[config.mk]
export PLATFORM = sky130hd
export DESIGN_NAME = tcgr_out_fifo
export DESIGN_NICKNAME = d
export VERILOG_FILES = /design/src/design/tcgr_pkg.sv /design/src/design/tcgr_out_fifo.sv
export SDC_FILE = /design/constraint.sdc
export NUM_CORES = 1
export LEC_CHECK = 0
export BUFFER_PORTS_ARGS = -buffer_cell sky130_fd_sc_hd__buf_2
export CORE_MARGIN = 10
export CORE_UTILIZATION = 54
export CTS_CLUSTER_DIAMETER = 200
export DETAILED_ROUTE_END_ITERATION = 8
export GPL_ROUTABILITY_DRIVEN = 0
export MAX_ROUTING_LAYER = met4
export PLACE_DENSITY = 0.8
export SLEW_MARGIN = 30
export SYNTH_ARGS = -nofsm -noshare
export SYNTH_HDL_FRONTEND = slang
export SYNTH_SLANG_ARGS = --single-unit
[constraint.sdc]
create_clock -name aclk -period 2.5 [get_ports aclk]
set_input_delay 0.5 -clock aclk [delete_from_list [all_inputs] [get_ports aclk]]
set_output_delay 0.5 -clock aclk [all_outputs]
set_load 0.1 [all_outputs]
[src/design/tcgr_pkg.sv]
package tcgr_pkg;

    localparam int GLYPH_WIDTH    = 8;
    localparam int MAX_GLYPH_ROWS = 32;
    localparam int GLYPH_SLOTS    = 256;

    localparam int FONT_AW   = 13;
    localparam int FONT_DW   = 8;
    localparam int ROW_IDX_W = 5;
    localparam int CFG_IDX_W = 2;
    localparam int CFG_DW    = 8;

    localparam logic [7:0] CODE_NEWLINE = 8'd10;
    localparam logic [7:0] CODE_RETURN  = 8'd13;

    localparam logic OP_PUT  = 1'b0;
    localparam logic OP_LOAD = 1'b1;

    localparam logic [CFG_IDX_W-1:0] CFG_COLUMNS      = 2'd0;
    localparam logic [CFG_IDX_W-1:0] CFG_TEXT_ROWS    = 2'd1;
    localparam logic [CFG_IDX_W-1:0] CFG_GLYPH_HEIGHT = 2'd2;

    localparam logic [7:0] RST_COLUMNS      = 8'd80;
    localparam logic [7:0] RST_TEXT_ROWS    = 8'd25;
    localparam logic [5:0] RST_GLYPH_HEIGHT = 6'd16;

    typedef enum logic {
        ST_IDLE,
        ST_EMIT
    } state_t;

    // Per-character setup latched when a put item is accepted.
    typedef struct packed {
        logic [10:0]          base_x;
        logic [12:0]          base_y;
        logic [7:0]           code;
        logic [ROW_IDX_W-1:0] h_last;
        logic                 nop;
        logic                 scroll;
    } char_setup_t;

    typedef struct packed {
        logic [10:0] pixel_x;
        logic [12:0] pixel_y;
        logic [7:0]  row_pixels;
        logic        row_valid;
        logic        scroll_up;
        logic        last;
    } result_t;

endpackage

[src/design/tcgr_out_fifo.sv]
module tcgr_out_fifo (
    input  logic              aclk,
    input  logic              aresetn,
    input  logic              push,
    input  tcgr_pkg::result_t din,
    input  logic              pop,
    output tcgr_pkg::result_t dout,
    output logic              not_empty,
    output logic [1:0]        count
);

    import tcgr_pkg::*;

    logic [1:0] count_reg, count_next;
    result_t    e0_reg, e1_reg;

    assign count_next = count_reg + {1'b0, push} - {1'b0, pop};

    always_ff @(posedge aclk) begin
        if (!aresetn) begin
            count_reg <= 2'd0;
        end else begin
            count_reg <= count_next;
        end
    end

    always_ff @(posedge aclk) begin
        if (push && pop) begin
            if (count_reg == 2'd1) begin
                e0_reg <= din;
            end else begin
                e0_reg <= e1_reg;
                e1_reg <= din;
            end
        end else if (pop) begin
            e0_reg <= e1_reg;
        end else if (push) begin
            if (count_reg == 2'd0) begin
                e0_reg <= din;
            end else begin
                e1_reg <= din;
            end
        end
    end

    assign dout      = e0_reg;
    assign not_empty = (count_reg != 2'd0);
    assign count     = count_reg;

endmodule

# [Word level (Yosys, flattened, before mapping)]
# Cells that the tools add are included.
[word_totals] reg_bits=72 out_inout_bits=38
[op_classes] muxes=10 add_sub_neg=2 n_reduce_logical=8 n_eq_ne=4
[op_table] cell="35-bit two-way mux" n=10
[op_table] cell="3-bit nonzero test" n=2
[op_table] cell="2-bit != test, second input constant" n=2
[op_table] cell="4-bit AND reduction" n=1
[op_table] cell="2-bit nonzero test" n=2
[op_table] cell="2-bit by 1-bit adder with 2-bit output" n=1
[op_table] cell="2-bit by 1-bit equality test with 1-bit output, second input constant" n=1
[op_table] cell="2-bit zero test" n=1
[op_table] cell="2-bit by 1-bit != test with 1-bit output, second input constant" n=1
[op_table] cell="2-bit AND reduction" n=1
[op_table] cell="2-bit by 1-bit subtractor with 2-bit output" n=1
[op_table] cell="1-bit logical AND" n=1

# [Logic depth before layout (Yosys ltp)]
# Gate-level depths: netlist of run 1.
[logic_depth] word_depth=5 mapped_depth=8

# [Worst setup path before layout of run 1]
# No wires, ideal clock.
[synth_timing] path_type="reg2reg" start="reg count_reg[1] (netlist: count[1])" end="reg e1_reg[0] (netlist name), enable pin" slack_ps=-239 arrival_ps=2344 path_stages_with_launch=4 path_buffers=2 cell_sequence="dfxtp_1 -> buf_2 -> clkbuf_1 -> o21a_1"
[synth_between] elab_chain_len=3
[synth_lines] element="start: declaration" line="tcgr_out_fifo.sv:14" text="logic [1:0] count_reg, count_next;"
[synth_lines] element="start signal: assignment" line="tcgr_out_fifo.sv:23" text="count_reg <= count_next;"
[synth_lines] element="2-bit by 1-bit equality test with 1-bit output or 2-bit zero test (tied branches)" line="tcgr_out_fifo.sv:29, tcgr_out_fifo.sv:38"
[synth_lines] element="2-bit != test (no source line)"
[synth_lines] element="4-bit AND reduction (no source line) *"
[synth_lines] element="end signal: assignment" line="tcgr_out_fifo.sv:33" text="e1_reg <= din;"
[synth_lines] element="end signal: assignment" line="tcgr_out_fifo.sv:41" text="e1_reg <= din;"
[synth_lines] element="end: declaration" line="tcgr_out_fifo.sv:15" text="result_t e0_reg, e1_reg;"
# Every way passes the cells marked *; elsewhere a longest branch is shown, timed or not.
# A chain may end at the register's enable or synchronous reset.

# [Final worst setup path of run 1]
[layout_timing] start="reg count_reg[0] (netlist: count[0])" end="out count[0]"
[layout_rtl] element="end: declaration" line="tcgr_out_fifo.sv:9" text="output logic [1:0] count"
# No word-level cell between the ends.

==> metrics.txt, run 1 <==
outcome=completed; H-tree Lvls=3; startpoint types=flop; Clock Pin Slew Worst Setup and Hold Paths=0.08 ns; first-pass GRT wire length=12.0 mm; share of layout cells above drive strength 1=41.3%; row cnt=29; power per cell area=952 nW/um2; CTS Hold Buffers Added=0; wire per inst=18.4 um; TNS Setup=0 ns; critical path type=reg2out; max-cap check violation count=0; # diodes=0; leakage power=0.00162 uW; slew margin rel.=63.2%; Synth Instances=249; Worst Setup SP=count[0]$_SDFF_PN0_; most frequent cell after synthesis=edfxtp_1; initial core utilization=55.0%; total internal power=2310 uW; period utilization=82.7%; GRT Resource Usage Total=15.4%; fin. max-slew vios=0; unrepaired setup endpoints after global routing=false; Main synth FF type=edfxtp_1; Pre-antenna DRT Iters=4; core area=6310 um2; DRC=0; post-route ant nets=0; Worst-Skew Late Latency=0.35 ns; CP arrival=1.57 ns; fin crit period=2.07 ns; die area=10000 um2; total power=3930 uW; post-synth top area share=60.5%; DR vias/cell=5.74; Die Width=100 um; Crit Reg-Reg Endpoint=dout[9]$_DFFE_PP_; Setup Viol. Count Final=0; Max Root-Sink Buffers=2; post-synth net total=290; number of global-route vias before repair=2442; post_cts resized=0; Syn Area/Cell=13.9 um2; R2R Path Start=count[0]$_SDFF_PN0_; CP Capture Point=count[0]; most instantiated cells after synthesis=edfxtp_1, nand2_1, nand2b_1, nand4b_1, o211ai_2; YS warnings=0; f_max=484 MHz; top cells by area, synth=edfxtp_1, o211ai_2, nand4b_1, nand2b_1, nand2_1; Switching Fraction=41.1%; area growth from synthesis to layout=18.9%; Post-synth EDFFs=70; Seq pwr share=41.1%; First DRT Iteration DRCs=180; pin count of the biggest net entering global routing=36; final hold vios=0; Post-Place Cells=390; DR vias=2330; synth unique cells=22; Routed WL=7.47 mm; Sw Pwr=1620 uW; Clk pwr share=23.2%; CP max FO=17; cell taking the most area after synthesis=edfxtp_1; register area share after synthesis=61.7%; Tightest Hold Check Type=in2reg; fraction of registers with async set/reset=0%; initial antenna violation count=0; root buffer cell=clkbuf_8; GRT overflow=0; Fill cells=489; # clock sinks=72; Worst R2R Path Depth=3; Top Ports=77; Post-CTS Setup Repair Bufs=0; #FFs+latches synth=72; CTS tree=built; die height=100 um; Tightest Pin Transition=0.551 ns; peak supply drop=552 uV; R2R setup slack=0.83 ns; Comb pwr share=35.7%; fin cells=406; CP Capture Type=primary output; IO buf count=76; Setup Skew=0.00856 ns; Final nets=365; CTS buffer count=9; dpl hpwl=5.15 mm; post-synthesis instance area=3470 um2; critical path required time=2.00 ns
[worst min-delay path by stage]
stage | startpoint | to | slack [ns] | cells after the start
after floorplan | e1_reg[32]$_DFFE_PP_ | dout[32]$_DFFE_PP_ | 0.57 | 2
after global placement | e1_reg[22]$_DFFE_PP_ | dout[22]$_DFFE_PP_ | 0.58 | 2
after detailed placement | e1_reg[16]$_DFFE_PP_ | dout[16]$_DFFE_PP_ | 0.59 | 2
after CTS | din[12] | e1_reg[12]$_DFFE_PP_ | 0.34 | 1
after global routing | din[28] | e1_reg[28]$_DFFE_PP_ | 0.34 | 1
final | din[12] | e1_reg[12]$_DFFE_PP_ | 0.35 | 1
[cell type report]
| type | count | area (um2) | area share [%] |
|---|---|---|---|
| repair buffers | 88 | 513 | 12.4 |
| clock inverters | 7 | 72.6 | 1.76 |
| flip-flops and latches | 72 | 2140 | 51.9 |
| well taps | 77 | 96.3 | 2.33 |
| inverters | 3 | 11.3 | 0.273 |
| clock buffers | 9 | 124 | 3.00 |
| multi-input cells | 150 | 1170 | 28.3 |
[stage by stage]
stage	util (%)	setup WS, ns	instance area (um2)	hold WS (ns)
floorplan	-	0.101	3470	0.570
global placement	62.3	0.748	3930	0.579
detailed placement	62.3	0.718	3930	0.590
CTS	65.4	0.432	4130	0.342
global route	65.4	0.298	4130	0.341
finish	65.4	0.433	4130	0.352
[critical path, stage by stage, from the launching register on]
cell     delay (ns)
dfxtp_1        0.68
buf_4          0.33
buf_12         0.20
[cell usage in the layout, fill, tap and decap left out]
cell type / synthesis / layout
buf_2: 14 / 74
edfxtp_1: 70 / 70
nand2_1: 35 / 35
nand4b_1: 35 / 35
nand2b_1: 35 / 35
o211ai_2: 30 / 30
buf_4: 1 / 11
clkbuf_8: 0 / 9
o211ai_1: 5 / 5
inv_1: 3 / 3
buf_12: 0 / 3
ha_1: 2 / 2
clkinv_4: 0 / 2
clkinvlp_4: 0 / 2
clkinv_2: 0 / 2
dfxtp_1: 2 / 2
and3b_2: 0 / 1
nor2_1: 1 / 1
a21o_1: 1 / 1
xor2_1: 1 / 1
o21a_2: 0 / 1
and2_1: 1 / 1
xnor3_1: 1 / 1
nor2b_1: 1 / 1
bufinv_16: 0 / 1
[cell families after synthesis]
kind of cell,after synthesis,share of synthesized area [%]
compound gates,37,12.3
buf+inv,27,4.72
flops,72,61.7
simple gates,109,19.6
xor+xnor,2,0.901
fa+ha+maj,2,0.721
[power by group through the flow]
stage / registers (uW) / clock network (uW) / logic (uW)
2_1_floorplan: 2360 / 0 / 424
3_3_place_gp: 1640 / 0 / 1400
3_5_place_dp: 1640 / 0 / 1410
4_1_cts: 1620 / 924 / 1410
5_1_grt: 1630 / 975 / 1460
6_report: 1610 / 913 / 1400
[metal layers]
layer | global-route usage, % | part of all wire [%] | vias to the layer above
li1 | - | - | 1095
met1 | 18.6 | 43 | 1148
met2 | 23.7 | 51 | 76
met3 | 4.60 | 4.8 | 11
met4 | 5.98 | 1.5 | 0
met5 | - | 0 | -
Power figures use the tool's default switching activity.
==> run 2: changes to the inputs <==
Clock period 2.5 ns to 2.2 ns, I/O delays scaled along.
==> metrics.txt, run 2 (synthesis gave the netlist of run 1 again) <==
leakage power=0.00163 uW; wire per inst=18.7 um; dpl hpwl=4.98 mm; Final nets=363; Die Width=100 um; R2R setup slack=0.56 ns; Setup Skew=0.00706 ns; outcome=completed; most frequent cells in the layout=buf_2, edfxtp_1, nand2_1, nand4b_1, nand2b_1; # diodes=0; First DRT Iteration DRCs=219; Routed WL=7.55 mm; delay-heaviest family, CP=flip-flops; DR vias/cell=5.68; die area=10000 um2; row cnt=29; CTS Hold Buffers Added=0; CP cell instances=buf_2; peak supply drop=817 uV; final hold vios=0; die height=100 um; initial antenna violation count=0; CP arrival=1.39 ns; CTS buffer count=9; Top Ports=77; fin crit period=1.83 ns; CP max stage cell=dfxtp_2; Clock Pin Slew Worst Setup and Hold Paths=0.08 ns; Worst-Skew Late Latency=0.34 ns; CTS tree=built; utilization after layout=65.6%; H-tree Lvls=3; Post-CTS Setup Repair Bufs=0; worst hold stages=1; IO buf count=76; Tightest Hold Check Type=in2reg; first-pass GRT wire length=12.1 mm; R2R Path Start=count[0]$_SDFF_PN0_; critical path required time=1.76 ns; Max Root-Sink Buffers=2; TNS Setup=0 ns; Worst Path Buf+Inv=1; period utilization=83.0%; power per cell area=1130 nW/um2; Slowest Stage Delay on Critical Path=0.55 ns; pin count of the biggest net entering global routing=46; Tightest Pin Transition=0.504 ns; f_max=548 MHz; fin. max-slew vios=0; core area=6310 um2; most common cell after layout, fill and taps aside=buf_2; hold_ws=0.299 ns; DR vias=2293; Worst Setup SP=count[0]$_SDFF_PN0_; GRT overflow=0; Fill cells=500; Worst R2R Path Depth=3; unrepaired setup endpoints after global routing=false; GRT Resource Usage Total=15.6%; Sequential Area=2140 um2; initial core utilization=55.0%; DRC=0; CP Capture Type=primary output; Multi-input gate area=1170 um2; number of global-route vias before repair=2346; startpoint types=flop; slew margin rel.=66.7%; critical path type=reg2out; max-cap check violation count=0; share of layout cells above drive strength 1=41.3%; # clock sinks=72; hold path start=din[19]; Pre-antenna DRT Iters=4; Worst path depth=1; area growth from synthesis to layout=19.2%; post_cts resized=0; CP max FO=18; Setup Viol. Count Final=0; root buffer cell=clkbuf_8; post-route ant nets=0
==> run 2: cell count changes in the layout (fill, tap and decap cells not counted), sizes merged <==
cell      before  now
clkinv         4    2
buf           88   86
bufinv         1    3
clkinvlp       2    1
clkbuf         9   10
==> run 2: layer usage <==
layer / track usage (%) / share of wire, % / vias up
li1: - / - / 1092
met1: 19.4 / 44 / 1128
met2: 24.9 / 51 / 65
met3: 4.05 / 4.2 / 8
met4: 3.91 / 0.87 / 0
met5: - / 0 / -
==> run 2: power by group <==
group          internal, uW  total, uW  switching (uW)
Combinational           339       1600            1260
Sequential             1760       1820            66.4
Clock                   750       1250             496
Total                  2840       4670            1820
==> run 2: cell type report <==
class | count | share of cell area [%]
clock buffer | 10 | 3.08
clock inverter | 6 | 2.60
inverter | 3 | 0.272
multi-input combinational | 150 | 28.2
sequential | 72 | 51.8
tap | 77 | 2.33
timing repair buffer | 86 | 11.7
==> run 2: metrics by stage <==
step	power (uW)	instance area, um2	cells	setup slack, ns
CTS	4690	4140	404	0.360
floorplan	3160	3480	249	0.153
detailed placement	3460	3900	388	0.465
global placement	3440	3900	388	0.488
global route	4830	4140	404	0.314
finish	4670	4140	404	0.374
==> run 2: worst paths after layout <==
check,to
setup / recovery,count[0]
hold / removal,e1_reg[19]$_DFFE_PP_
setup reg to reg,e1_reg[22]$_DFFE_PP_
hold reg to reg,dout[18]$_DFFE_PP_
==> run 3: changes to the inputs <==
Settings changed: ABC_AREA from default to 1, PLACE_DENSITY 0.8 to 0.79.
Clock period 2.2 ns to 1.8 ns, I/O delays scaled along.
==> metrics.txt, run 3 <==
IO buf count=76; max-cap check violation count=0; Crit Reg-Reg Endpoint=e1_reg[25]$_DFFE_PP_; area growth from synthesis to layout=20.7%; #FFs+latches synth=72; TNS Setup=0 ns; final setup margin=0.0759 ns; unrepaired setup endpoints after global routing=false; Clock Pin Slew Worst Setup and Hold Paths=0.07 ns; Setup Skew=0.00905 ns; dpl hpwl=5.52 mm; Fill cells=477; post-route ant nets=0; most frequent cell after synthesis=nand2_1; CP max FO=4; GRT Resource Usage Total=16.3%; R2R Path Start=count[1]$_SDFF_PN0_; row cnt=29; Sequential Area=2150 um2; DR vias/cell=5.10; critical path required time=1.44 ns; CP arrival=1.36 ns; Pre-antenna DRT Iters=4; fraction of registers with async set/reset=0%; DR vias=2794; synth unique cells=15; power per cell area=1240 nW/um2; number of global-route vias before repair=2820; Synth Instances=387; cell taking the most area after synthesis=edfxtp_1; leakage power=0.00209 uW; H-tree Lvls=3; wire per inst=14.6 um; Worst-Skew Late Latency=0.34 ns; first-pass GRT wire length=12.9 mm; final hold vios=0; fin. max-slew vios=0; fin crit period=1.72 ns; Top Ports=77; root buffer cell=clkbuf_8; post-synth top area share=59.9%; # clock sinks=72; GRT overflow=0; most instantiated cells after synthesis=nand2_1, inv_1, edfxtp_1; YS warnings=0; CTS Hold Buffers Added=0; Post-CTS Setup Repair Bufs=0; Setup Viol. Count Final=0; share of layout cells above drive strength 1=23.4%; initial core utilization=55.3%; Routed WL=8.02 mm; Setup Slack @ Placement=0.237 ns; worst hold stages=1; hold path start=din[13]; die area=10100 um2; # diodes=0; CP Capture Type=primary output; post-synthesis instance area=3510 um2; Die Width=101 um; Tightest Pin Transition=0.634 ns; die height=101 um; post_cts resized=0; f_max=580 MHz; R2R setup slack=0.30 ns; Tightest Hold Check Type=in2reg; period utilization=95.8%; Post-synth EDFFs=70; Syn Area/Cell=9.07 um2; hold endpoint=e1_reg[13]$_DFFE_PP_; initial antenna violation count=0; pin count of the biggest net entering global routing=34; Main synth FF type=edfxtp_1; outcome=completed; top cells by area, synth=edfxtp_1, nand2_1, inv_1, nand3_1, a21oi_1; core area=6350 um2; peak supply drop=720 uV; CTS buffer count=9; startpoint types=flop; CTS tree=built; Max Root-Sink Buffers=2; DRC=0; Final nets=508; Multi-input gate area=1000 um2; First DRT Iteration DRCs=198; slew margin rel.=57.7%; register area share after synthesis=61.0%; most frequent cells in the layout=nand2_1, buf_2, inv_1; post-synth net total=428; critical path type=reg2out; Worst R2R Path Depth=5; most common cell after layout, fill and taps aside=nand2_1
[run 3: cell count changes in the layout (fill, tap and decap cells not counted), moves of 2 or more]
cell      delta
inv_1       +71
nand2_1     +76
nand4b_1    -35
nand2b_1    -35
dfxtp_4      +2
o211ai_2    -30
nand3_1     +36
o211ai_1     -5
nor2_4       +2
a21oi_1     +34
buf_4        -2
dfxtp_2      -2
inv_2        +2
nor2_1      +33
[run 3: power breakdown]
group	total (uW)	internal, uW	switching [uW]
Combinational	1610	283	1330
Clock	1500	911	592
Sequential	2140	2070	63.7
[run 3: routing by layer]
layer / routed length, um / vias up / global-route usage, % / share of wire (%)
met5: 0 / - / - / 0
met2: 4120 / 112 / 27.8 / 51
met3: 666 / 12 / 4.87 / 8.3
met4: 102 / 0 / 5.00 / 1.3
li1: - / 1377 / - / -
met1: 3130 / 1293 / 17.9 / 39
[run 3: worst max-delay path by stage]
stage,startpoint,to,slack [ns]
after floorplan,count[1]$_SDFF_PN0_,e1_reg[0]$_DFFE_PP_,-0.35
after global placement,pop,e1_reg[29]$_DFFE_PP_,0.29
after detailed placement,pop,e1_reg[28]$_DFFE_PP_,0.24
after CTS,count[1]$_SDFF_PN0_,not_empty,0.06
after global routing,count[0]$_SDFF_PN0_,not_empty,0.03
final,count[1]$_SDFF_PN0_,not_empty,0.08
[run 3: cell families (layout without fill, tap and decap cells)]
family	Yosys count	after routing	share of synthesized area, %
AO/OA/AOI/OAI	36	36	5.13
buffers and inverters	92	176	11.6
flip-flops	72	72	61.0
adder cells (fa/ha/maj)	2	2	0.713
AND/OR/NAND/NOR	185	185	21.6
[run 3: cell type report]
| type | instances | share of cell area [%] |
|---|---|---|
| Timing Repair Buffer | 85 | 11.2 |
| Clock inverter | 6 | 2.57 |
| Sequential cell | 72 | 50.7 |
| Multi-Input combinational cell | 223 | 23.6 |
| Tap cell | 77 | 2.27 |
| Clock buffer | 9 | 2.92 |
| Inverter | 76 | 6.73 |
[run 3: worst max-delay path: stages (launching register included)]
cell and delay (ns):
dfxtp_4 0.36, inv_1 0.13, nand2_8 0.11, buf_2 0.43
[run 3: per-stage QoR]
stage,util (%),std cells,hold WS [ns],cell area [um2],total power (uW)
2_1_floorplan,-,387,0.457,3560,3500
3_3_place_gp,63.1,533,0.519,4010,3750
3_5_place_dp,63.1,533,0.509,4010,3790
4_1_cts,66.7,548,0.202,4240,5270
5_1_grt,66.7,548,0.199,4240,5460
6_report,66.7,548,0.212,4240,5250
