===== src/design/tcgr_pkg.sv =====
package tcgr_pkg;

    localparam int GLYPH_WIDTH    = 8;
    localparam int MAX_GLYPH_ROWS = 32;
    localparam int GLYPH_SLOTS    = 256;

    localparam int FONT_AW   = 13;
    localparam int FONT_DW   = 8;
    localparam int ROW_IDX_W = 5;
    localparam int CFG_IDX_W = 2;
    localparam int CFG_DW    = 8;

    localparam logic [7:0] CODE_NEWLINE = 8'd10;
    localparam logic [7:0] CODE_RETURN  = 8'd13;

    localparam logic OP_PUT  = 1'b0;
    localparam logic OP_LOAD = 1'b1;

    localparam logic [CFG_IDX_W-1:0] CFG_COLUMNS      = 2'd0;
    localparam logic [CFG_IDX_W-1:0] CFG_TEXT_ROWS    = 2'd1;
    localparam logic [CFG_IDX_W-1:0] CFG_GLYPH_HEIGHT = 2'd2;

    localparam logic [7:0] RST_COLUMNS      = 8'd80;
    localparam logic [7:0] RST_TEXT_ROWS    = 8'd25;
    localparam logic [5:0] RST_GLYPH_HEIGHT = 6'd16;

    typedef enum logic {
        ST_IDLE,
        ST_EMIT
    } state_t;

    // Per-character setup latched when a put item is accepted.
    typedef struct packed {
        logic [10:0]          base_x;
        logic [12:0]          base_y;
        logic [7:0]           code;
        logic [ROW_IDX_W-1:0] h_last;
        logic                 nop;
        logic                 scroll;
    } char_setup_t;

    typedef struct packed {
        logic [10:0] pixel_x;
        logic [12:0] pixel_y;
        logic [7:0]  row_pixels;
        logic        row_valid;
        logic        scroll_up;
        logic        last;
    } result_t;

endpackage


===== src/design/tcgr_cursor.sv =====
module tcgr_cursor (
    input  logic                          aclk,
    input  logic                          aresetn,
    input  logic                          cfg_we,
    input  logic [tcgr_pkg::CFG_IDX_W-1:0] cfg_index,
    input  logic [tcgr_pkg::CFG_DW-1:0]   cfg_wdata,
    input  logic                          char_en,
    input  logic [7:0]                    char_code,
    output tcgr_pkg::char_setup_t         setup
);

    import tcgr_pkg::*;

    logic [7:0] columns_reg, text_rows_reg;
    logic [5:0] glyph_height_reg;
    logic [7:0] col_reg, col_next;
    logic [7:0] row_reg, row_next;

    logic [7:0]  cols, rows;
    logic [5:0]  h6, h6_m1;
    logic        wrap0, wrap3, is_nl, is_cr, ctrl, scroll;
    logic [7:0]  col0, col1, col2;
    logic [8:0]  row0;
    logic [9:0]  row1;
    logic [7:0]  row2;
    logic [8:0]  col3;
    logic [13:0] prod;

    always_ff @(posedge aclk) begin
        if (!aresetn) begin
            columns_reg      <= RST_COLUMNS;
            text_rows_reg    <= RST_TEXT_ROWS;
            glyph_height_reg <= RST_GLYPH_HEIGHT;
        end else if (cfg_we) begin
            case (cfg_index)
                CFG_COLUMNS:      columns_reg      <= cfg_wdata;
                CFG_TEXT_ROWS:    text_rows_reg    <= cfg_wdata;
                CFG_GLYPH_HEIGHT: glyph_height_reg <= cfg_wdata[5:0];
                default: ;
            endcase
        end
    end

    always_comb begin
        cols  = (columns_reg == 8'd0) ? 8'd1 : columns_reg;
        rows  = (text_rows_reg == 8'd0) ? 8'd1 : text_rows_reg;
        h6    = (glyph_height_reg > 6'(MAX_GLYPH_ROWS)) ? 6'(MAX_GLYPH_ROWS)
                                                         : glyph_height_reg;
        h6_m1 = (h6 == 6'd0) ? 6'd0 : h6 - 6'd1;

        // column left past the edge by a register change wraps first
        wrap0 = (col_reg >= cols);
        col0  = wrap0 ? 8'd0 : col_reg;
        row0  = {1'b0, row_reg} + {8'd0, wrap0};

        is_nl = (char_code == CODE_NEWLINE);
        is_cr = (char_code == CODE_RETURN);
        ctrl  = is_nl | is_cr;
        row1  = {1'b0, row0} + {9'd0, is_nl};
        col1  = ctrl ? 8'd0 : col0;

        scroll = (row1 >= {2'b00, rows});
        row2   = scroll ? rows - 8'd1 : row1[7:0];
        col2   = scroll ? 8'd0 : col1;

        col3  = {1'b0, col2} + 9'd1;
        wrap3 = (col3 >= {1'b0, cols});

        if (ctrl) begin
            col_next = col2;
            row_next = row2;
        end else if (wrap3) begin
            col_next = 8'd0;
            row_next = row2 + 8'd1;
        end else begin
            col_next = col3[7:0];
            row_next = row2;
        end

        prod = {6'd0, row2} * {8'd0, h6};

        setup.base_x = {col2, 3'b000};
        setup.base_y = prod[12:0];
        setup.code   = char_code;
        // an item without glyph rows yields a single result
        setup.h_last = (ctrl | (h6 == 6'd0)) ? {ROW_IDX_W{1'b0}} : h6_m1[ROW_IDX_W-1:0];
        setup.nop    = ctrl | (h6 == 6'd0);
        setup.scroll = scroll;
    end

    always_ff @(posedge aclk) begin
        if (!aresetn) begin
            col_reg <= 8'd0;
            row_reg <= 8'd0;
        end else if (char_en) begin
            col_reg <= col_next;
            row_reg <= row_next;
        end
    end

endmodule


===== config.mk =====
export PLATFORM = sky130hd
export DESIGN_NAME = tcgr_cursor
export DESIGN_NICKNAME = d
export VERILOG_FILES = /design/src/design/tcgr_pkg.sv /design/src/design/tcgr_cursor.sv
export SDC_FILE = /design/constraint.sdc
export NUM_CORES = 1
export LEC_CHECK = 0
export ABC_AREA = 0
export BUFFER_PORTS_ARGS = -buffer_cell sky130_fd_sc_hd__clkbuf_2
export CORE_MARGIN = 1
export CORE_UTILIZATION = 55
export CTS_BUF_LIST = sky130_fd_sc_hd__clkbuf_4 sky130_fd_sc_hd__clkbuf_8
export DETAILED_ROUTE_END_ITERATION = 8
export PLACE_DENSITY = 0.8
export SETUP_SLACK_MARGIN = 0.3
export SYNTH_ARGS = -nofsm -noshare
export SYNTH_HDL_FRONTEND = slang
export SYNTH_SLANG_ARGS = --single-unit

===== constraint.sdc =====
create_clock -name aclk -period 8.33 [get_ports aclk]
set_clock_uncertainty 0.05 [all_clocks]
set_input_delay 1.2495 -clock aclk [delete_from_list [all_inputs] [get_ports aclk]]
set_output_delay 1.2495 -clock aclk [all_outputs]
set_load 0.1 [all_outputs]

# ---- Word level (Yosys, flattened, before mapping)
# Index checks and enable logic that the tools add are counted.
dict set report word_totals {
  regBits 38
  latchBits 0
  ram_bits 0
  romBits 0
  out_inout_bits 39
  elab_cells 42
  mem_count 0
}
dict set report classes {
  addsub 6
  multipliers 1
  div 0
  order_cmp 4
  n_eq_ne 4
  shifts 0
  muxes 13
  n_bitwise 2
  reduce_logical 7
}
# op n
set ops {}
lappend ops {{8-bit two-way mux} 10}
lappend ops {{8-bit by 4-bit == test with 1-bit output (second input constant)} 2}
lappend ops {{8-bit zero test} 2}
lappend ops {{8-bit by 6-bit multiplier with 13-bit output} 1}
lappend ops {{9-bit by 1-bit adder with 10-bit output} 1}
lappend ops {{10-bit by 8-bit greater-or-equal comparator with 1-bit output} 1}
lappend ops {{5-bit two-way mux} 2}
lappend ops {{8-bit by 1-bit adder with 9-bit output} 1}
lappend ops {{8-bit by 1-bit adder with 9-bit output (second input constant)} 1}
lappend ops {{9-bit by 8-bit greater-or-equal comparator with 1-bit output} 1}
lappend ops {{8-bit by 1-bit adder with 8-bit output (second input constant)} 1}
lappend ops {{8-bit greater-or-equal comparator} 1}
lappend ops {{8-bit by 1-bit subtractor with 8-bit output (second input constant)} 1}
lappend ops {{6-bit > comparator (second input constant)} 1}
lappend ops {{6-bit zero test} 1}
lappend ops {{6-bit two-way mux} 1}
lappend ops {{2-bit AND reduction} 3}
lappend ops {{5-bit by 1-bit subtractor with 5-bit output (second input constant)} 1}
lappend ops {{2-bit by 1-bit == test with 1-bit output (second input constant)} 1}
lappend ops {{2-bit == test (second input constant)} 1}
lappend ops {{2-bit zero test} 1}
lappend ops {{1-bit bitwise OR} 2}

# ---- Depth between registers and ports, before layout
# Gate-level depths: netlist of the first run.
dict set report depth {
  depth_word 11
  mapped_depth 33
  mapped_depth_nobuf 33
}

# ---- Worst setup path before layout of the first run
# No wires, ideal clock.
dict set report synth_timing {
  path_kind {register to output}
  from {reg columns_reg[3]}
  to {out setup[27] in the netlist's numbering}
  arrival_ps 8325
  required_ps 7030
  slack_ps -1295
  path_stages_with_launch 32
  n_path_buf 1
  cell_sequence {dfxtp_1 -> nor4_1 -> a41o_1 -> ha_1 -> nand2b_1 -> a2111oi_1 -> o31ai_2 -> fa_1 -> ha_1 -> nand3_1 -> xnor2_1 -> ha_1 -> o21a_1 -> o211ai_1 -> a41oi_4 -> nor3_1 -> or2_2 -> clkbuf_1 -> nor2_1 -> fa_1 -> inv_1 -> fa_1 -> fa_1 -> inv_1 -> ha_1 -> a21oi_1 -> o21ai_0 -> a21oi_1 -> o21ai_0 -> a21o_1 -> a21oi_1 -> xnor2_1}
}
# element line
set synth_lines {}
lappend synth_lines {{from (decl)} tcgr_cursor.sv:14} ;# logic [7:0] columns_reg, text_rows_reg;
lappend synth_lines {{from (signal assigned)} tcgr_cursor.sv:36} ;# CFG_COLUMNS: columns_reg <= cfg_wdata;
lappend synth_lines {{to (decl)} tcgr_cursor.sv:9} ;# output tcgr_pkg::char_setup_t setup

==> summary.md, run 1 <==
| Metric | Value |
|---|---|
| Register area | `762 um2` |
| Final Max Tran Viols | `0` |
| Crit-path most repeated cell | `ha_1` |
| Std cell rows | `32` |
| VDD IR max | `0.151 mV` |
| Gr usage total | `30.8%` |
| Grt ovf | `0` |
| WP data arrival | `7580 ps` |
| Vias in the first global route | `4460` |
| Pin count of the biggest net entering global routing | `42` |
| Filler cell count | `517` |
| Fmax | `113 MHz` |
| Setup-failing EPs final | `7` |
| Yosys cell types | `66` |
| Fin nets | `764` |
| Clk_lat worst skew | `300 ps` |
| Sequential fraction of the synthesis area | `17.0%` |
| Yosys warnings | `0` |
| Vias/cell | `5.70` |
| Run status | `complete, but fails checks` |
| Crit path kind | `reg -> out` |
| CP max FO | `6` |
| Pint | `0.000517 W` |
| Psw | `0.000416 W` |
| R2R Path End | `col_reg[2]` |
| Initial antenna violation count | `0` |
| Setup ws final | `-547 ps` |
| Drt pass-1 iters | `5` |
| Clock power frac | `21.0%` |
| Proportion of layout cells with a drive suffix above 1 | `35.2%` |
| Area contributors post-synth | `dfxtp_1, ha_1, fa_1` |
| Slew Limit Headroom | `51.3%` |
| Synth top area share | `17.0%` |
| Synth top cells by count | `inv_1, nor2_1, ha_1` |
| Input/output buffers | `57` |
| Number of flops mapped to enable cells by yosys | `0` |
| Maxcap violations | `0` |
| Slowest CP cell | `fa_1` |
| Worst R2R Start | `columns_reg[6]` |
| Diodes inserted | `0` |
| Main synth FF type | `dfxtp_1` |
| CTS buffer count | `5` |
| WP data required | `7030 ps` |
| LEAKAGE | `2.95 nW` |
| Routability congestion estimate | `0.935` |
| Mapped cell area | `4460 um2` |
| Most instantiated library cell after synthesis | `inv_1` |
| WL/cell | `16.9 um` |
| Largest family of logic cells by synthesized area | `adder cells` |
| Clock Root Buffer | `clkbuf_8` |
| Hold path depth | `2` |
| Biggest area consumer among synthesized cells | `dfxtp_1` |
| Crit start category | `flop` |
| Wirelength, routed | `13000 um` |
| Sw Ratio | `44.6%` |
| Drt drc | `0` |
| Final Non-Filler Cells | `769` |
| Multi-input gate area | `3820 um2` |
| CP top delay family | `adder cells` |
| R2r setup slk | `880 ps` |
| Sequential cell fraction of total power | `21.5%` |
| Max stage delay on crit path | `500 ps` |
| Placed cells | `730` |
| Mapped Cells | `551` |
| RSZ-0062 raised after global routing | `true` |
| Synth Area in Compound Gates | `15.0%` |
| H-Tree Depth | `2` |
| # IOs | `61` |
| Iteration-0 DRC count of the detailed router | `309` |
| Post-synthesis simple-gate area fraction | `24.0%` |
| Die W | `92.1 um` |
| P per Cell Area | `151 nW/um2` |
| Synth-to-Final Area Change | `38.3%` |
| Crit. End Element | `primary output` |
| Minimum clock period after layout | `8880 ps` |
| Post-Synth Adder-Cell Area | `25.5%` |
| First-pass GRT wire length | `20700 um` |
| DP Worst Slack | `-228 ps` |
| Clock Path Buffers | `2` |
| Post-synth ARST share | `0%` |
| Starting Density | `57.2%` |
| DIE HEIGHT | `92.1 um` |
| Worst Tran Pin Value | `730 ps` |
| Clk sinks | `38` |
| Final hold viol count | `0` |
| Buf/Inv on CP | `5` |
| Violated checks | `setup timing` |
| Total core area | `7810 um2` |
| Post-Syn Area per Cell | `8.10 um2` |
| ANT nets after route | `0` |
| Hold EP | `glyph_height_reg[4]` |
| Fin crit share | `107%` |
| Yosys reg bits | `38` |
| Min-delay worst type | `reg -> reg` |
| Hold Startpoint | `glyph_height_reg[4]` |
| Synth Area in XOR/XNOR | `6.28%` |
| Die area | `8480 um2` |
| Comb pwr share | `57.6%` |
| HPWL Detailed | `8840 um` |
| Via count | `4382` |
| Worst R2R Path Depth | `33` |
| Post-synthesis mux area share | `2.61%` |
| Clock transition at path regs | `90 ps` |
| TritonCTS clock tree | `yes` |
-- worst reg2reg max path: cells and delay by family, from the launching register on --
family                   cells  cell delay, ps
AND/OR/NAND/NOR              8            1890
AO/OA/AOI/OAI               13            2580
buffers and inverters        4             650
adder cells (fa/ha/maj)      6            1570
XOR/XNOR                     2             310
flip-flops                   1             330
-- kinds of logic (layout without fill, tap and decap cells) --
family / Yosys count / count (layout)
compound gates: 88 / 88
xor+xnor: 32 / 32
fa+ha+maj: 76 / 76
buf+inv: 100 / 214
flops: 38 / 38
mux: 11 / 11
other cells: 1 / 3
simple gates: 205 / 205
-- how the worst max path moves through the flow --
stage | start | end | depth (start not counted)
floorplan | char_code[5] | setup[27] | 26
CTS | columns_reg[6] | setup[27] | 34
detailed placement | char_code[5] | setup[27] | 31
finish | columns_reg[6] | setup[27] | 34
global placement | char_code[5] | setup[27] | 29
global route | columns_reg[6] | setup[27] | 35
-- power groups by stage --
stage / sequential, W / clock, W / combinational [W]
after global routing: 0.000201 / 0.000202 / 0.000566
after CTS: 0.000199 / 0.000194 / 0.000509
after global placement: 0.000202 / 0 / 0.000459
after floorplan: 0.000200 / 0 / 0.000348
final: 0.000200 / 0.000195 / 0.000537
after detailed placement: 0.000203 / 0 / 0.000470
-- cell type report --
type | count | share of cell area, %
sequential | 38 | 12.3
multi-input combinational | 415 | 61.9
inverter | 71 | 4.32
clock inverter | 3 | 1.11
clock buffer | 5 | 1.11
tap | 102 | 2.07
timing repair buffer | 135 | 17.1
-- metal layers --
metal  part of all wire [%]  GRT usage [%]  routed length, um  vias to the layer above
met4                    2.7           10.9                356                        0
met3                    5.4           4.98                700                       37
li1                       -              -                  -                     2042
met1                     41           38.1               5310                     2123
met2                     51           54.0               6600                      180
met5                      0              0                  0                        -
-- through the flow --
step	area, um2	total power, W	hold WS (ps)	setup TNS, ps	util [%]
floorplan	4820	0.000548	419	0	-
global route	6170	0.000969	502	-4280	79.1
global placement	5530	0.000661	441	-179	70.8
CTS	6030	0.000902	462	-1060	77.2
finish	6170	0.000932	460	-2570	79.1
detailed placement	5530	0.000672	442	-446	70.8
-- cells in the final DEF, fill, tap and decap left out, types with 7 or more instances in the layout --
cell | netlist | layout
mux2i_1 | 9 | 9
nor2b_1 | 24 | 21
nand2_1 | 39 | 37
ha_4 | 0 | 8
nand2b_1 | 10 | 9
inv_1 | 71 | 64
nor2_1 | 61 | 53
o21ai_0 | 13 | 9
a21o_1 | 7 | 7
inv_2 | 0 | 7
xor2_1 | 11 | 10
a21oi_1 | 17 | 12
and2_1 | 8 | 7
clkbuf_2 | 0 | 48
xnor2_1 | 21 | 13
buf_6 | 0 | 17
dfxtp_1 | 38 | 37
buf_12 | 0 | 8
ha_1 | 51 | 43
nand3_1 | 17 | 16
fa_1 | 25 | 23
buf_4 | 12 | 62
-- what timing repair did --
item / 4_1_cts / 5_1_grt
pin swaps: 11 / 7
resized for setup: 37 / 21
hold endpoints to repair: 0 / 0
cloned: 0 / 0
hold buffers: 0 / 0
endpoints found under the setup margin: 9 / 9
setup buffers: 25 / 6
Note: power is estimated with default switching activity, not from simulation.
==> run 2: changes to the inputs <==
Settings changed: ABC_AREA 0 to 1.
==> run 2 against run 1 <==
Against the previous run:
- hold slack worse by 13 ps
- clock power up 5%
- first-iteration DRC count grew to 3.8 times the previous value
- worst setup slack got worse by 470 ps
- global-route usage increased by 7.4 points
- final area is 12% higher
- combinational power grew 73%
- register-to-register slack got worse by 1200 ps
- the flow finishes with violations (DRC, setup timing)
- clock-buffer cell count is the same
- sequential share of layout area is 1.3 points lower
- highest routed layer is now met5
- die area up 1.3%
==> summary.md, run 2 <==
| Metric | Value |
|---|---|
| TritonCTS clock tree | `yes` |
| Met3 Use GR | `7.06% (+2.1 points)` |
| Mapped cell area | `4520 um2 (+1.3%)` |
| Drt pass-1 iters | `9 (+4)` |
| Wirelength, routed | `21900 um (+69%)` |
| Synth-to-Final Area Change | `52.6%` |
| Run status | `complete, but fails checks` |
| Slowest CP cell | `fa_1` |
| Biggest area consumer among synthesized cells | `dfxtp_1` |
| Sequential fraction of the synthesis area | `16.8% (-0.22 points)` |
| Comb pwr share | `69.4% (+12 points)` |
| Post-Syn Area per Cell | `6.85 um2 (-15%)` |
| Most frequent cells in the layout | `inv_1, nand2_1, nor2_1` |
| CP max FO | `5 (-1)` |
| Grt ovf | `0 (unchanged)` |
| Drt drc | `17 (+17)` |
| Sw Ratio | `48.9% (+4.3 points)` |
| Yosys warnings | `0 (unchanged)` |
| R2R Path End | `row_reg[7]` |
| Synth top area share | `16.8% (-0.22 points)` |
| DIE HEIGHT | `92.7 um (+0.63%)` |
| Slew Limit Headroom | `48.2% (-3.1 points)` |
| Die area | `8590 um2 (+1.3%)` |
| Maxcap violations | `0 (unchanged)` |
| DP Worst Slack | `-276 ps (-48.3 ps)` |
| Sequential cell fraction of total power | `15.3% (-6.2 points)` |
| Main synth FF type | `dfxtp_1` |
| Most instantiated library cell after synthesis | `inv_1` |
| H-Tree Depth | `2 (unchanged)` |
| GR Util met2 | `60.5% (+6.5 points)` |
| Violated checks | `DRC, setup timing` |
| Commonest non-fill, non-tap cell in the layout | `inv_1` |
| Crit path launch | `columns_reg[7]` |
| Crit start category | `flop` |
| Crit-path most repeated cell | `nand2_2` |
| Crit path kind | `reg -> out` |
| CTS buffer count | `5 (unchanged)` |
| Hold Buf Count CTS | `0 (unchanged)` |
| First-pass GRT wire length | `25600 um (+24%)` |
| Clock power frac | `15.3% (-5.7 points)` |
| Total core area | `7850 um2 (+0.51%)` |
| Number of flops mapped to enable cells by yosys | `0 (unchanged)` |
| Worst R2R Path Depth | `67 (+100%)` |
| Max stage delay on crit path | `660 ps (+160 ps)` |
| Proportion of layout cells with a drive suffix above 1 | `39.4% (+4.2 points)` |
| Vias in the first global route | `5161 (+16%)` |
| Stages on worst setup path | `42 (+24%)` |
| Std cell rows | `32 (unchanged)` |
| Gr usage total | `38.2% (+7.4 points)` |
| Clk_lat worst skew | `330 ps (+30 ps)` |
| Buf/Inv on CP | `7 (+2)` |
| Global routing usage on met1 | `49.7% (+12 points)` |
| Fin nets | `921 (+21%)` |
| LEAKAGE | `3.45 nW (+17%)` |
| Via count | `5916 (+35%)` |
| Synth top cells by count | `inv_1, nand2_1, nor2_1` |
| ANT nets after route | `0 (unchanged)` |
| Yosys cell types | `47 (-29%)` |
| # IOs | `61 (unchanged)` |
| Fmax | `107 MHz (-5.0%)` |
| P per Cell Area | `194 nW/um2 (+28%)` |
| Min-delay worst type | `reg -> reg` |
| Setup-failing EPs final | `12 (+5)` |
| Setup ws final | `-1020 ps (-468 ps)` |
| Iteration-0 DRC count of the detailed router | `1164 (+280%)` |
| Starting Density | `57.6% (+0.44 points)` |
| Crit. End Element | `primary output` |
| Mapped Cells | `660 (+20%)` |
| Minimum clock period after layout | `9350 ps (+468 ps)` |
| Psw | `0.000653 W (+57%)` |
| Pin count of the biggest net entering global routing | `26 (-38%)` |
| Vias/cell | `6.38 (+12%)` |
| RSZ-0062 raised after global routing | `true` |
| WP data required | `7030 ps (about the same)` |
| WP data arrival | `8050 ps (+470 ps)` |
| R2r setup slk | `-320 ps (-1200 ps)` |
| VDD IR max | `0.111 mV (-26%)` |
| HPWL Detailed | `9710 um (+9.8%)` |
| Routability congestion estimate | `0.941 (+0.61%)` |
| Global route hottest layer | `met2` |
| Clock transition at path regs | `80 ps (about the same)` |
| CP top delay family | `adder cells` |
| Final hold viol count | `0 (unchanged)` |
| Pint | `0.000682 W (+32%)` |
| Area contributors post-synth | `dfxtp_1, ha_1, fa_1` |
| Worst Tran Pin Value | `775 ps (+44.2 ps)` |
| Fin util | `87.9% (+8.8 points)` |
| Input/output buffers | `57 (unchanged)` |
| Fin crit share | `112% (+5.6 points)` |
| Worst R2R Start | `columns_reg[7]` |
| Post-synth ARST share | `0% (unchanged)` |
| Die W | `92.7 um (+0.63%)` |
| Clock Path Buffers | `2 (unchanged)` |
| WL/cell | `23.7 um (+40%)` |
| Clock Root Buffer | `clkbuf_8` |
| Initial antenna violation count | `1 (+1)` |
| Yosys reg bits | `38 (unchanged)` |
| Worst setup path endpoint | `setup[26]` |
| Final Max Tran Viols | `0 (unchanged)` |
| Clk sinks | `38 (unchanged)` |
==> run 2: cell count changes in the layout (fill, tap and decap cells not counted), moves of 18 or more <==
cell | previous run | this run
a21oi_1 | 12 | 30
buf_6 | 17 | 49
inv_1 | 64 | 101
nand2_1 | 37 | 85
nand2_2 | 3 | 22
nor2_1 | 53 | 78
nor2b_1 | 21 | 0
==> run 2: area by class of cell <==
type	instances	area, um2
Clock inverter	3	68.8
Clock buffer	5	68.8
Inverter	128	518
Multi-Input combinational cell	475	3850
Sequential cell	38	762
Timing Repair Buffer	175	1500
Tap cell	102	128
Antenna cell	1	2.50
Fill cell	346	951
==> run 2: worst min path at each step <==
stage / startpoint / end / cells past startpoint
after CTS: glyph_height_reg[2] / glyph_height_reg[2] / 2
final: glyph_height_reg[2] / glyph_height_reg[2] / 2
after floorplan: glyph_height_reg[2] / glyph_height_reg[2] / 2
after global routing: col_reg[7] / col_reg[7] / 2
after detailed placement: glyph_height_reg[2] / glyph_height_reg[2] / 2
after global placement: glyph_height_reg[2] / glyph_height_reg[2] / 2
==> run 2: timing repair <==
item	4_1_cts	5_1_grt
setup endpoints to repair	7	12
gates cloned	1	0
gates resized for setup	37	133
hold endpoints to repair	0	0
pin swaps	40	43
setup buffers	55	21
==> run 2: power groups by stage <==
stage / clock network [W] / registers (W) / logic, W
2_1_floorplan: 0 / 0.000202 / 0.000443
3_3_place_gp: 0 / 0.000204 / 0.000597
3_5_place_dp: 0 / 0.000204 / 0.000610
4_1_cts: 0.000197 / 0.000200 / 0.000718
5_1_grt: 0.000210 / 0.000204 / 0.000953
6_report: 0.000205 / 0.000204 / 0.000927
==> run 2: per-stage QoR <==
stage | TNS (ps) | power [W] | cell area [um2] | hold slack, ps | cells
after floorplan | -410 | 0.000645 | 4840 | 400 | 662
after global placement | -168 | 0.000801 | 5530 | 423 | 841
after detailed placement | -795 | 0.000814 | 5530 | 428 | 841
after CTS | -255 | 0.00112 | 6200 | 441 | 905
after global routing | -9070 | 0.00137 | 6890 | 481 | 926
final | -6420 | 0.00134 | 6900 | 447 | 927
==> run 2: logic make-up (layout without fill, tap and decap cells) <==
group	after synthesis	in the layout	share of synthesized area, %
other	1	4	0.0830
xor gates and xnor gates	27	27	5.23
DFF	38	38	16.8
and+or+nand+nor	284	285	28.6
adders and majority gates	76	76	25.2
buffers and inverters	150	311	13.7
AOI/OAI and AO/OA	84	84	10.4
==> run 2: routing by layer <==
layer,vias to the layer above,routed length [um]
met5,-,47
met4,2,2280
met1,2627,7260
met2,624,9040
met3,270,3310
li1,2393,-
==> run 2: worst register-to-register path, delay by kind of cell (launching register included) <==
family | cells | cell delay [ps]
xor+xnor | 1 | 250
buf+inv | 39 | 4180
flops | 1 | 330
compound gates | 3 | 580
simple gates | 21 | 2220
fa+ha+maj | 3 | 960
